<file path="src/sv/grq_pkg.sv">
package grq_pkg;

   // graph size and field widths
   localparam int NODE_COUNT  = 8;
   localparam int ROW_TOTAL   = 8;
   localparam int NODE_W      = 3;
   localparam int ROW_W       = 8;
   localparam int ROW_INDEX_W = $clog2(ROW_TOTAL);
   localparam int CSR_INDEX_W = ROW_INDEX_W + 1;
   localparam int ROUND_W     = $clog2(NODE_COUNT);

   // adjacency rows after reset: 1->2, 1->4, 2->5, 3->5, 3->6, 4->2, 5->4, 6->6
   localparam logic [ROW_W-1:0] ROW_RESET [ROW_TOTAL] =
      '{8'd0, 8'd20, 8'd32, 8'd96, 8'd4, 8'd16, 8'd64, 8'd0};

   // controller to datapath commands
   typedef struct packed {
      logic load;
      logic step;
      logic finish;
   } cmd_type;

   // datapath to controller status
   typedef struct packed {
      logic changed;
   } status_type;

   // true when a node code names a node of the graph
   function automatic logic node_ok(input logic [NODE_W-1:0] node);
      node_ok = (int'(node) < NODE_COUNT);
   endfunction

endpackage

</file>
<file path="src/sv/grq_ctrl.sv">
module grq_ctrl (
   input  logic                 clock,
   input  logic                 reset,
   input  logic                 start,
   input  grq_pkg::status_type  status,
   output grq_pkg::cmd_type     cmd,
   output logic                 busy
);

   typedef enum logic {
      ST_IDLE,
      ST_EXPAND
   } state_type;

   state_type                    state_ff, state_in;
   logic [grq_pkg::ROUND_W-1:0]  round_ff, round_in;
   logic                         last_round;

   // last allowed expansion round
   assign last_round = (round_ff == grq_pkg::ROUND_W'(grq_pkg::NODE_COUNT - 1));

   // next state and commands
   always_comb begin
      state_in   = state_ff;
      round_in   = round_ff;
      cmd        = '0;
      case (state_ff)
         ST_IDLE: begin
            if (start) begin
               cmd.load = 1'b1;
               round_in = '0;
               state_in = ST_EXPAND;
            end
         end
         ST_EXPAND: begin
            cmd.step = 1'b1;
            round_in = round_ff + grq_pkg::ROUND_W'(1);
            if (!status.changed || last_round) begin
               cmd.finish = 1'b1;
               state_in   = ST_IDLE;
            end
         end
         default: begin
            state_in = ST_IDLE;
         end
      endcase
   end

   // state and round counter
   always_ff @(posedge clock) begin
      if (reset) begin
         state_ff <= ST_IDLE;
         round_ff <= '0;
      end else begin
         state_ff <= state_in;
         round_ff <= round_in;
      end
   end

   assign busy = (state_ff != ST_IDLE);

endmodule

</file>
<file path="src/sv/grq_datapath.sv">
module grq_datapath (
   input  logic                            clock,
   input  logic                            reset,
   input  grq_pkg::cmd_type                cmd,
   output grq_pkg::status_type             status,
   input  logic [grq_pkg::NODE_W-1:0]      req_source_node,
   input  logic [grq_pkg::NODE_W-1:0]      req_target_node,
   input  logic                            csr_write,
   input  logic [grq_pkg::CSR_INDEX_W-1:0] csr_index,
   input  logic [grq_pkg::ROW_W-1:0]       csr_data,
   output logic                            rsp_valid,
   output logic                            rsp_reachable
);

   logic [grq_pkg::ROW_W-1:0]       adj_ff [grq_pkg::ROW_TOTAL];
   logic [grq_pkg::NODE_COUNT-1:0]  visited_ff, visited_in;
   logic [grq_pkg::NODE_COUNT-1:0]  expand;
   logic [grq_pkg::NODE_W-1:0]      target_ff;
   logic                            target_ok_ff;
   logic                            rsp_valid_ff;
   logic                            rsp_reachable_ff;

   // adjacency rows, writes beyond the row count are dropped
   always_ff @(posedge clock) begin
      if (reset) begin
         adj_ff <= grq_pkg::ROW_RESET;
      end else if (csr_write && (int'(csr_index) < grq_pkg::ROW_TOTAL)) begin
         adj_ff[csr_index[grq_pkg::ROW_INDEX_W-1:0]] <= csr_data;
      end
   end

   // one expansion round: union of the rows of every visited node
   always_comb begin
      expand = visited_ff;
      for (int k = 0; k < grq_pkg::NODE_COUNT; k++) begin
         if (visited_ff[k]) begin
            expand = expand | adj_ff[k][grq_pkg::NODE_COUNT-1:0];
         end
      end
   end

   assign status.changed = (expand != visited_ff);

   // visited set: seeded with the source, grown one round per step
   always_comb begin
      visited_in = visited_ff;
      if (cmd.load) begin
         visited_in = '0;
         if (grq_pkg::node_ok(req_source_node)) begin
            visited_in[req_source_node] = 1'b1;
         end
      end else if (cmd.step) begin
         visited_in = expand;
      end
   end

   always_ff @(posedge clock) begin
      if (reset) begin
         visited_ff <= '0;
      end else begin
         visited_ff <= visited_in;
      end
      if (cmd.load) begin
         target_ff    <= req_target_node;
         target_ok_ff <= grq_pkg::node_ok(req_target_node);
      end
   end

   // result register, shown for one cycle
   always_ff @(posedge clock) begin
      if (reset) begin
         rsp_valid_ff <= 1'b0;
      end else begin
         rsp_valid_ff <= cmd.finish;
      end
      if (cmd.finish) begin
         rsp_reachable_ff <= target_ok_ff & expand[target_ff];
      end
   end

   assign rsp_valid     = rsp_valid_ff;
   assign rsp_reachable = rsp_reachable_ff;

endmodule

</file>
<file path="src/sv/graph_reachability_query.sv">
// Reachability query on a directed graph of up to eight nodes. Each node has an 8-bit
// edge row written through the csr_ port (bit k set means an edge to node k); reset
// loads a six-node example graph. A transaction is taken when start is high and busy
// is low. The search then grows the visited set by one round a cycle, OR-ing the rows
// of all visited nodes, and stops when a round adds nothing or after eight rounds.
// The seed is loaded when start is taken and rsp_valid is registered from the last round.
// busy drops in the cycle the result is shown, so the next query may start then.
// rsp_valid is high for exactly one cycle and cannot be held off; the receiver must
// take rsp_reachable in that cycle. Rows must only be written while busy is low.
module graph_reachability_query (
   input  logic                            clock,
   input  logic                            reset,
   input  logic                            start,
   output logic                            busy,
   input  logic [grq_pkg::NODE_W-1:0]      req_source_node,
   input  logic [grq_pkg::NODE_W-1:0]      req_target_node,
   output logic                            rsp_valid,
   output logic                            rsp_reachable,
   input  logic                            csr_write,
   input  logic [grq_pkg::CSR_INDEX_W-1:0] csr_index,
   input  logic [grq_pkg::ROW_W-1:0]       csr_data
);

   grq_pkg::cmd_type     cmd;
   grq_pkg::status_type  status;

   // sequencing of the search rounds
   grq_ctrl u_ctrl (
      .clock  (clock),
      .reset  (reset),
      .start  (start),
      .status (status),
      .cmd    (cmd),
      .busy   (busy)
   );

   // rows, visited set and result
   grq_datapath u_datapath (
      .clock           (clock),
      .reset           (reset),
      .cmd             (cmd),
      .status          (status),
      .req_source_node (req_source_node),
      .req_target_node (req_target_node),
      .csr_write       (csr_write),
      .csr_index       (csr_index),
      .csr_data        (csr_data),
      .rsp_valid       (rsp_valid),
      .rsp_reachable   (rsp_reachable)
   );

`ifndef SYNTHESIS
   // a result only ends a search that was running
   assert property (@(posedge clock) disable iff (reset)
      rsp_valid |-> ($past(busy) && !busy))
      else $error("result without a running search");

   // an accepted transaction starts a search
   assert property (@(posedge clock) disable iff (reset)
      (start && !busy) |=> busy)
      else $error("accepted transaction did not start a search");

   // results never come back to back
   assert property (@(posedge clock) disable iff (reset)
      rsp_valid |=> !rsp_valid)
      else $error("two results in consecutive cycles");
`endif

endmodule

</file>
<file path="config.mk">
export PLATFORM = sky130hd
export DESIGN_NAME = graph_reachability_query
export DESIGN_NICKNAME = d
export VERILOG_FILES = /design/src/sv/grq_pkg.sv /design/src/sv/grq_ctrl.sv /design/src/sv/grq_datapath.sv /design/src/sv/graph_reachability_query.sv
export SDC_FILE = /design/constraint.sdc
export NUM_CORES = 1
export LEC_CHECK = 0
export BUFFER_PORTS_ARGS = -buffer_cell sky130_fd_sc_hd__buf_2
export CAP_MARGIN = 30
export CELL_PAD_IN_SITES_DETAIL_PLACEMENT = 1
export CELL_PAD_IN_SITES_GLOBAL_PLACEMENT = 2
export CORE_MARGIN = 2
export CORE_UTILIZATION = 37
export DETAILED_ROUTE_END_ITERATION = 16
export GPL_TIMING_DRIVEN = 0
export PLACE_DENSITY = 0.74
export SLEW_MARGIN = 20
export SYNTH_ARGS = -nofsm -noshare
export SYNTH_HDL_FRONTEND = slang
export SYNTH_HIERARCHICAL = 1
export SYNTH_SLANG_ARGS = --single-unit
</file>
<file path="constraint.sdc">
create_clock -name clock -period 2.6 [get_ports clock]
set_input_delay 0.26 -clock clock [delete_from_list [all_inputs] [get_ports clock]]
set_output_delay 0.26 -clock clock [all_outputs]
set_load 0.02 [all_outputs]
</file>
==> results of run 1 <==
==> final timing paths <==
| kind | start | endpoint | slack [ns] | cells after the start |
|---|---|---|---|---|
| min | req_target_node[0] | u_datapath/target_ff[0]$_DFFE_PP_ | 0.09 | 1 |
| min reg2reg | u_datapath/adj_ff[38]$_SDFFE_PP1P_ | u_datapath/adj_ff[38]$_SDFFE_PP1P_ | 0.49 | 2 |
| max | u_datapath/visited_ff[6]$_SDFFE_PP0P_ | u_datapath/rsp_reachable$_DFFE_PP_ | 0.16 | 7 |
| max reg2reg | u_datapath/visited_ff[6]$_SDFFE_PP0P_ | u_datapath/rsp_reachable$_DFFE_PP_ | 0.16 | 7 |
==> layer usage <==
layer	share of wire	up-vias
met5	0	-
met4	0.014	0
met3	0.030	8
met2	0.47	49
met1	0.48	1271
li1	-	1262
==> cells by family (layout without fill, tap and decap cells) <==
logic type / Yosys count / count (layout) / share of synthesized area
AOI/OAI and AO/OA: 58 / 58 / 0.132
adders and majority gates: 2 / 2 / 0.00769
buffers and inverters: 37 / 70 / 0.0577
DFF: 73 / 73 / 0.462
muxes: 56 / 56 / 0.172
and+or+nand+nor: 115 / 115 / 0.169
==> registers in the layout, summed over array words and instances (netlist names) <==
signal	count
u_ctrl/busy	1
u_ctrl/round_ff	3
u_datapath/adj_ff	56
u_datapath/rsp_reachable	1
u_datapath/rsp_valid	1
u_datapath/target_ff	3
u_datapath/visited_ff	8
==> final cells by class <==
type                       count  share of cell area
sequential                    73               0.409
multi-input combinational    231               0.427
tap                          108              0.0368
buffer                        31              0.0449
clock buffer                  11              0.0385
timing repair buffer          17              0.0232
clock inverter                 5              0.0150
inverter                       6             0.00613
==> power breakdown <==
group	switching, mW	internal, mW
sequential	0.0192	1.16
clock	0.429	0.467
combinational	0.157	0.0939
total	0.605	1.72
==> Yosys cell counts, types with 2 or more instances <==
cell type	number
a22oi_1	15
nand2b_1	5
nand3b_1	5
dfxtp_1	69
a211o_2	2
nand4_1	2
buf_1	3
or3b_1	3
o22ai_1	2
o21ai_0	3
a22o_1	2
inv_1	6
a221oi_2	2
nor3_1	2
nand2_1	16
a211o_1	2
buf_2	6
o32a_1	2
buf_6	5
a21oi_1	16
nor3b_1	5
or3_1	2
a222oi_1	4
ha_1	2
and3_1	2
nor2_1	60
nand3_1	3
edfxtp_1	4
mux2i_1	56
nor2b_1	4
clkbuf_1	16
==> critical path: cells and delay by family, from the launching register on <==
kind | cells | cell delay (ns)
DFF | 1 | 0.30
buffers and inverters | 1 | 0.19
AOI/OAI and AO/OA | 3 | 0.64
and+or+nand+nor | 3 | 1.00
==> metrics by stage <==
step,instance area [um2],worst slack (ns),total power [mW],utilization,std cells
floorplan,3250,0.543,1.36,-,341
global placement,3470,0.200,1.45,0.402,466
detailed placement,3470,0.210,1.45,0.402,466
CTS,3670,0.183,2.35,0.425,482
global route,3670,0.0158,2.42,0.426,482
finish,3670,0.155,2.32,0.426,482
==> repair_timing <==
item | in CTS | in global routing
resized for setup | 0 | 1
setup buffers | 0 | 0
setup endpoints to repair | 0 | 1
==> results.sh, run 1 <==
export IMPL_setup_viol=0
export IMPL_end_kind="register"
export IMPL_detailed_place_hpwl_mm=6.26
export IMPL_syn2layout_area_growth_pct=13.0
export IMPL_worstPathRequired_ns=2.63
export IMPL_first_pass_iters=5
export IMPL_antenna_cells=0
export IMPL_h_tree_depth=3
export IMPL_post_route_min_period_ns=2.44
export IMPL_overflow=0
export IMPL_cts_hold_buf=0
export IMPL_maxCapViolCount=0
export IMPL_clkLatencyLatePin_ns=0.34
export IMPL_start_util=0.377
export IMPL_synth_top_area_frac=0.425
export IMPL_clock_skew_ns=0.00883
export IMPL_ys_warn_count=6
export IMPL_ys_seq_area_frac=0.462
export IMPL_power_density_nw_per_um2=632
export IMPL_ys_top_cells_by_area="dfxtp_1, mux2i_1, nor2_1"
export IMPL_fmax_ghz=0.409
export IMPL_antenna_found_initial=0
export IMPL_min_path_type="input port to register"
export IMPL_slowest_stage="or4_1"
export IMPL_synth_edf_count=4
export IMPL_gr_usage_met2=0.326
export IMPL_multi_input_area_um2=1570
export IMPL_clock_path_buffers=2
export IMPL_cts_tree="yes"
export IMPL_critPathMaxFanout=10
export IMPL_maxSlewHeadroom=0.513
export IMPL_grt_busiest_layer="met2"
export IMPL_ys_types=46
export IMPL_clock_sinks=73
export IMPL_nNetsFinal=393
export IMPL_drc=0
export IMPL_final_common_cell="dfxtp_1"
export IMPL_cts_root_buf="clkbuf_8"
export IMPL_path_class="register to register"
export IMPL_path_clk_slew_ns=0.08
export IMPL_boundaryPins=25
export IMPL_synthesis_nets=365
export IMPL_worstSetupStartpointType="register"
export IMPL_place_congestion=0.764
export IMPL_grt_use_met1=0.271
export IMPL_ys_ff_latch=73
export IMPL_hold_viol=0
export IMPL_outcome="completed"
export IMPL_wl_per_cell_um=19.2
export IMPL_mostFrequentLayoutCells="dfxtp_1, nor2_1, mux2i_1, buf_2, clkbuf_1"
export IMPL_wl_mm=9.27
export IMPL_synth_area_leader_cell="dfxtp_1"
export IMPL_rsz0062_at_grt="false"
export IMPL_max_stage_delay_ns=0.58
export IMPL_fin_setup_tns_ns=0
export IMPL_vdd_drop_max_uv=287
export IMPL_cts_buffers=9
export IMPL_routed_via_density=5.37
export IMPL_rows=34
export IMPL_synth_cells=341
export IMPL_portBuffers=17
export IMPL_drv_slew=0
export IMPL_fp_dieH_um=97.8
export IMPL_worst_slew_pin_slew_ns=0.731
export IMPL_grt_max_degree=13
export IMPL_dieArea_um2=9560
export IMPL_fillers=1008
export IMPL_power_leakage_nw=1.51
export IMPL_syn_area_um2=3250
export IMPL_seqCellArea_um2=1500
export IMPL_crit_chain="buf_2, a222oi_1, nand3_1, nand2b_1, o21ai_1, or4_1, a21boi_0"
export IMPL_drtIter0Drc=140
export IMPL_grt_pass1_vias=2589
export IMPL_synth_ff_type="dfxtp_1"
export IMPL_grt_usage=0.200
export IMPL_ant_nets=0
export IMPL_avgSynthCellArea_um2=9.54
export IMPL_grt_util_met3=0.0286
export IMPL_async_flop_share=0
export IMPL_die_w_um=97.8
export IMPL_dr_total_vias=2590
export IMPL_worst_hold_slack_ns=0.0852
export IMPL_timing_final_crit_share=0.940
export IMPL_critPathArrivalTime_ns=2.48
export IMPL_drive_above_1_share=0.139
export IMPL_grt_pass1_wl_mm=14.4
export IMPL_core_area_um2=8640
(Power assumes the default switching activity.)
==> inputs of run 2 (changes only) <==
--- a/config.mk
+++ b/config.mk
@@ -9,6 +9,7 @@
 export CAP_MARGIN = 30
 export CELL_PAD_IN_SITES_DETAIL_PLACEMENT = 1
 export CELL_PAD_IN_SITES_GLOBAL_PLACEMENT = 2
+export CORE_ASPECT_RATIO = 0.8
 export CORE_MARGIN = 2
 export CORE_UTILIZATION = 37
 export DETAILED_ROUTE_END_ITERATION = 16
==> run 2 against run 1 <==
Net effect:
- via count rose by 0.35%
- sequential share of layout area fell by 0.29 points
- global-route usage is 1.6 points higher
==> results.sh, run 2 (synthesized netlist as in run 1, its figures left out) <==
export IMPL_worstSetupStartpointType="register"
export IMPL_cts_buffers=9
export IMPL_grt_pass1_wl_mm=15.2
export IMPL_regToRegStartpoint="u_datapath/visited_ff[6]$_SDFFE_PP0P_"
export IMPL_rows=30
export IMPL_core_area_um2=8520
export IMPL_path_clk_slew_ns=0.08
export IMPL_regMostFlops="u_datapath/adj_ff"
export IMPL_totalPowerFinal_mw=2.38
export IMPL_final_core_util=0.434
export IMPL_cts_root_buf="clkbuf_8"
export IMPL_fp_dieH_um=87.9
export IMPL_timing_rr_end="u_datapath/rsp_reachable$_DFFE_PP_"
export IMPL_die_w_um=109
export IMPL_placed_cell_area_um2=3480
export IMPL_multi_input_area_um2=1570
export IMPL_path_class="register to register"
export IMPL_worst_hold_slack_ns=0.0875
export IMPL_overflow=0
export IMPL_largest_register_ff_count=56
export IMPL_place_congestion=0.798
export IMPL_worst_slew_pin_slew_ns=0.770
export IMPL_post_route_min_period_ns=2.47
export IMPL_maxSlewHeadroom=0.487
export IMPL_power_density_nw_per_um2=644
export IMPL_antenna_found_initial=0
export IMPL_wl_per_cell_um=19.7
export IMPL_largestRegisters="u_datapath/adj_ff x56, u_datapath/visited_ff x8"
export IMPL_worstPathRequired_ns=2.64
export IMPL_cp_startpoint="u_datapath/visited_ff[6]$_SDFFE_PP0P_"
export IMPL_grt_pass1_vias=2662
export IMPL_power_leakage_nw=1.52
export IMPL_first_pass_iters=6
export IMPL_mostFrequentLayoutCells="dfxtp_1, nor2_1, mux2i_1, buf_2"
export IMPL_hold_viol=0
export IMPL_clkLatencyLatePin_ns=0.34
export IMPL_maxCapViolCount=0
export IMPL_detailed_place_hpwl_mm=6.50
export IMPL_min_path_type="input port to register"
export IMPL_rsz0062_at_grt="false"
export IMPL_critPathArrivalTime_ns=2.51
export IMPL_vdd_drop_max_uv=295
export IMPL_h_tree_depth=3
export IMPL_cts_tree="yes"
export IMPL_drc=0
export IMPL_routed_via_density=5.35
export IMPL_antenna_cells=0
export IMPL_nNetsFinal=393
export IMPL_outcome="completed"
export IMPL_critPathMaxFanout=10
export IMPL_clock_path_buffers=2
export IMPL_grt_max_degree=13
export IMPL_clock_sinks=73
export IMPL_boundaryPins=25
export IMPL_dieArea_um2=9560
export IMPL_seqCellArea_um2=1500
export IMPL_final_area_um2=3700
export IMPL_fillers=987
export IMPL_worst_r2r_cell_count=7
export IMPL_setup_viol=0
export IMPL_end_kind="register"
export IMPL_crit_end="u_datapath/rsp_reachable$_DFFE_PP_"
export IMPL_start_util=0.382
export IMPL_syn2layout_area_growth_pct=13.8
export IMPL_clock_skew_ns=0.00602
export IMPL_drtIter0Drc=144
export IMPL_r2r_setup_slack_ns=0.13
export IMPL_drv_slew=0
export IMPL_ant_nets=0
export IMPL_fmax_ghz=0.405
export IMPL_wl_mm=9.57
export IMPL_timing_final_crit_share=0.949
export IMPL_cts_hold_buf=0
export IMPL_final_common_cell="dfxtp_1"
export IMPL_dr_total_vias=2599
export IMPL_portBuffers=17
export IMPL_drive_above_1_share=0.144
export IMPL_grt_usage=0.217
==> run 2: changes by cell type in the layout (fill, tap and decap cells not counted), sizes merged <==
cell	before	now
clkbuf	27	28
clkinv	2	1
clkinvlp	2	1
inv	6	7
==> run 2: metal layers <==
metal / share of wire / wire [um] / vias up / GRT usage
met1: 0.50 / 4810 / 1289 / 0.301
met5: 0 / 0 / - / 0
met3: 0.034 / 330 / 12 / 0.0454
met4: 0.015 / 144 / 0 / 0.0723
li1: - / - / 1258 / -
met2: 0.45 / 4280 / 40 / 0.338
==> run 2: how the worst min path moves through the flow <==
stage | startpoint | end | slack (ns) | depth (start not counted)
after floorplan | reset | u_ctrl/busy$_SDFF_PP0_ | 0.33 | 1
after global placement | req_target_node[1] | u_datapath/target_ff[1]$_DFFE_PP_ | 0.44 | 1
after detailed placement | req_target_node[1] | u_datapath/target_ff[1]$_DFFE_PP_ | 0.44 | 1
after CTS | req_target_node[0] | u_datapath/target_ff[0]$_DFFE_PP_ | 0.07 | 1
after global routing | req_target_node[0] | u_datapath/target_ff[0]$_DFFE_PP_ | 0.06 | 1
final | req_target_node[1] | u_datapath/target_ff[1]$_DFFE_PP_ | 0.09 | 1
==> run 2: repair_timing <==
action | CTS | global route
cloned | 0 | 0
buffers inserted | 0 | 0
gates resized for setup | 1 | 2
pin swaps | 0 | 0
endpoints found under the setup margin | 1 | 2
==> run 2: cell type report <==
| cell class | instances | share of cell area |
|---|---|---|
| buffer | 31 | 0.0446 |
| clock buffer | 12 | 0.0446 |
| clock inverter | 4 | 0.0132 |
| inverter | 6 | 0.00609 |
| multi-input combinational | 231 | 0.425 |
| sequential | 73 | 0.406 |
| tap | 112 | 0.0379 |
| timing repair buffer | 17 | 0.0230 |
==> run 2: critical path: stages, from the launching register on <==
cell      delay, ns
dfxtp_1        0.30
buf_2          0.20
a222oi_1       0.33
nand3_1        0.26
nand2b_1       0.13
o21ai_1        0.06
or4_1          0.61
a21boi_2       0.25
==> run 2: stage by stage <==
stage          instances  TNS, ns  setup WS, ns
2_1_floorplan        341        0         0.543
3_3_place_gp         470  -0.0907       -0.0907
3_5_place_dp         470  -0.0334       -0.0334
4_1_cts              486        0         0.103
5_1_grt              486        0        0.0558
6_report             486        0         0.133
==> run 2: power breakdown <==
| part | total, mW | internal, mW | switching [mW] |
|---|---|---|---|
| Combinational | 0.259 | 0.0949 | 0.164 |
| Sequential | 1.17 | 1.16 | 0.0182 |
| Clock | 0.950 | 0.521 | 0.429 |
| Total | 2.38 | 1.77 | 0.611 |
==> inputs of run 3 (changes only) <==
--- a/config.mk
+++ b/config.mk
@@ -10,7 +10,6 @@
 export CELL_PAD_IN_SITES_DETAIL_PLACEMENT = 1
 export CELL_PAD_IN_SITES_GLOBAL_PLACEMENT = 2
 export CORE_ASPECT_RATIO = 0.8
-export CORE_MARGIN = 2
 export CORE_UTILIZATION = 37
 export DETAILED_ROUTE_END_ITERATION = 16
 export GPL_TIMING_DRIVEN = 0
==> run 3 against run 2 <==
Net effect:
- clock power down 6.5%
- sequential power hardly changed
- wire length up 0.97%
- sequential share of layout area grew 0.33 points
- cell count stayed put
- total power decreased by 2.6%
- worst setup slack worse by 0.0057 ns
- critical path type unchanged
- largest cell class unchanged
- largest power group unchanged
==> results.sh, run 3 (synthesized netlist as in run 1, its figures left out) <==
export IMPL_power_density_nw_per_um2=632
export IMPL_maxCapViolCount=0
export IMPL_portBuffers=17
export IMPL_worst_r2r_cell_count=7
export IMPL_grt_usage=0.232
export IMPL_wl_mm=9.66
export IMPL_dp_slack_ns=-0.0591
export IMPL_cts_hold_buf=0
export IMPL_power_leakage_nw=1.51
export IMPL_clock_skew_ns=0.00992
export IMPL_min_from="req_target_node[0]"
export IMPL_critPathMaxFanout=10
export IMPL_routed_via_density=5.32
export IMPL_slowest_stage="or4_1"
export IMPL_mostFrequentLayoutCells="dfxtp_1, nor2_1, mux2i_1, buf_2, clkbuf_1"
export IMPL_holdPathEnd="u_datapath/target_ff[0]$_DFFE_PP_"
export IMPL_numPlacedInstances=470
export IMPL_final_core_util=0.431
export IMPL_final_area_um2=3670
export IMPL_regMostFlops="u_datapath/adj_ff"
export IMPL_h_tree_depth=3
export IMPL_outcome="completed"
export IMPL_hold_viol=0
export IMPL_antenna_found_initial=0
export IMPL_drtIter0Drc=157
export IMPL_rsz0062_at_grt="false"
export IMPL_crit_family="simple AND/OR/NAND/NOR gates"
export IMPL_fin_setup_tns_ns=0
export IMPL_worst_slew_pin_slew_ns=0.766
export IMPL_drc=0
export IMPL_totalPowerFinal_mw=2.32
export IMPL_largest_register_ff_count=56
export IMPL_cts_tree="yes"
export IMPL_dieArea_um2=9170
export IMPL_critPathArrivalTime_ns=2.53
export IMPL_antenna_cells=0
export IMPL_final_common_cell="dfxtp_1"
export IMPL_max_stage_delay_ns=0.62
export IMPL_ant_nets=0
export IMPL_drive_above_1_share=0.134
export IMPL_placed_cell_area_um2=3480
export IMPL_clock_path_buffers=2
export IMPL_cts_buffers=9
export IMPL_maxSlewHeadroom=0.489
export IMPL_drv_slew=0
export IMPL_dr_total_vias=2585
export IMPL_regToRegStartpoint="u_datapath/visited_ff[6]$_SDFFE_PP0P_"
export IMPL_nNetsFinal=393
export IMPL_r2r_setup_slack_ns=0.13
export IMPL_path_class="register to register"
export IMPL_post_route_min_period_ns=2.47
export IMPL_clock_sinks=73
export IMPL_worst_hold_slack_ns=0.0716
export IMPL_boundaryPins=25
export IMPL_grt_pass1_wl_mm=15.4
export IMPL_grt_max_degree=12
export IMPL_syn2layout_area_growth_pct=12.8
export IMPL_largestRegisters="u_datapath/adj_ff x56, u_datapath/visited_ff x8"
export IMPL_clkLatencyLatePin_ns=0.36
export IMPL_stdcell_count=486
export IMPL_min_path_type="input port to register"
export IMPL_core_area_um2=8520
export IMPL_timing_rr_end="u_datapath/rsp_reachable$_DFFE_PP_"
export IMPL_overflow=0
export IMPL_cts_root_buf="clkbuf_8"
export IMPL_grt_pass1_vias=2711
export IMPL_critPathBufInv=1
export IMPL_detailed_place_hpwl_mm=6.44
export IMPL_worstSetupStartpointType="register"
export IMPL_crit_chain="buf_2, a222oi_1, nand3_1, nand2b_1, o21ai_1, or4_1, a21boi_2"
export IMPL_rows=30
export IMPL_place_congestion=0.756
export IMPL_worstPathRequired_ns=2.65
export IMPL_vdd_drop_max_uv=325
export IMPL_fmax_ghz=0.404
export IMPL_start_util=0.382
export IMPL_setup_viol=0
export IMPL_end_kind="register"
export IMPL_setup_slack_ns=0.128
export IMPL_die_w_um=107
export IMPL_timing_final_crit_share=0.951
export IMPL_wl_per_cell_um=19.9
export IMPL_first_pass_iters=4
export IMPL_fp_dieH_um=85.9
export IMPL_path_clk_slew_ns=0.08
export IMPL_min_path_cells=1
run 3: worst max-delay path by stage:
| stage | startpoint | end | slack (ns) | depth (start not counted) |
|---|---|---|---|---|
| 6_report | u_datapath/visited_ff[6]$_SDFFE_PP0P_ | u_datapath/rsp_reachable$_DFFE_PP_ | 0.13 | 7 |
| 5_1_grt | u_datapath/visited_ff[3]$_SDFFE_PP0P_ | u_datapath/rsp_reachable$_DFFE_PP_ | 0.05 | 7 |
| 4_1_cts | u_datapath/visited_ff[6]$_SDFFE_PP0P_ | u_datapath/rsp_reachable$_DFFE_PP_ | 0.08 | 7 |
| 3_5_place_dp | u_datapath/visited_ff[6]$_SDFFE_PP0P_ | u_datapath/rsp_reachable$_DFFE_PP_ | -0.06 | 7 |
| 3_3_place_gp | u_datapath/visited_ff[6]$_SDFFE_PP0P_ | u_datapath/rsp_reachable$_DFFE_PP_ | -0.09 | 7 |
| 2_1_floorplan | u_datapath/visited_ff[0]$_SDFFE_PP0P_ | u_datapath/rsp_reachable$_DFFE_PP_ | 0.54 | 7 |
run 3: worst reg2reg max path, cell delays in order, from the launching register on:
cell and delay, ns:
dfxtp_1 0.30, buf_2 0.20, a222oi_1 0.32, nand3_1 0.26
nand2b_1 0.14, o21ai_1 0.07, or4_1 0.62, a21boi_2 0.27
run 3: area by class of cell:
type	count	area, um2
well taps	112	140
repair buffers	17	85.1
fillers	1002	4850
plain buffers	31	165
clock buffers	13	149
multi-input cells	231	1570
flip-flops and latches	73	1500
inverters	6	22.5
clock inverters	3	40.0
run 3: metal layers:
metal,share of wire,track usage
met3,0.058,0.0638
met5,0,0
met1,0.49,0.311
met4,0.014,0.0747
met2,0.44,0.362
run 3: what timing repair did:
item,in CTS,in global routing
pin swaps,0,0
endpoints found under the setup margin,1,1
gates resized for setup,1,1
setup buffers,0,0
run 3: where the power goes:
part | switching [mW] | internal (mW) | leakage [nW]
clock network | 0.420 | 0.468 | 0.0974
logic | 0.163 | 0.0945 | 0.815
registers | 0.0183 | 1.16 | 0.596
total | 0.602 | 1.72 | 1.51
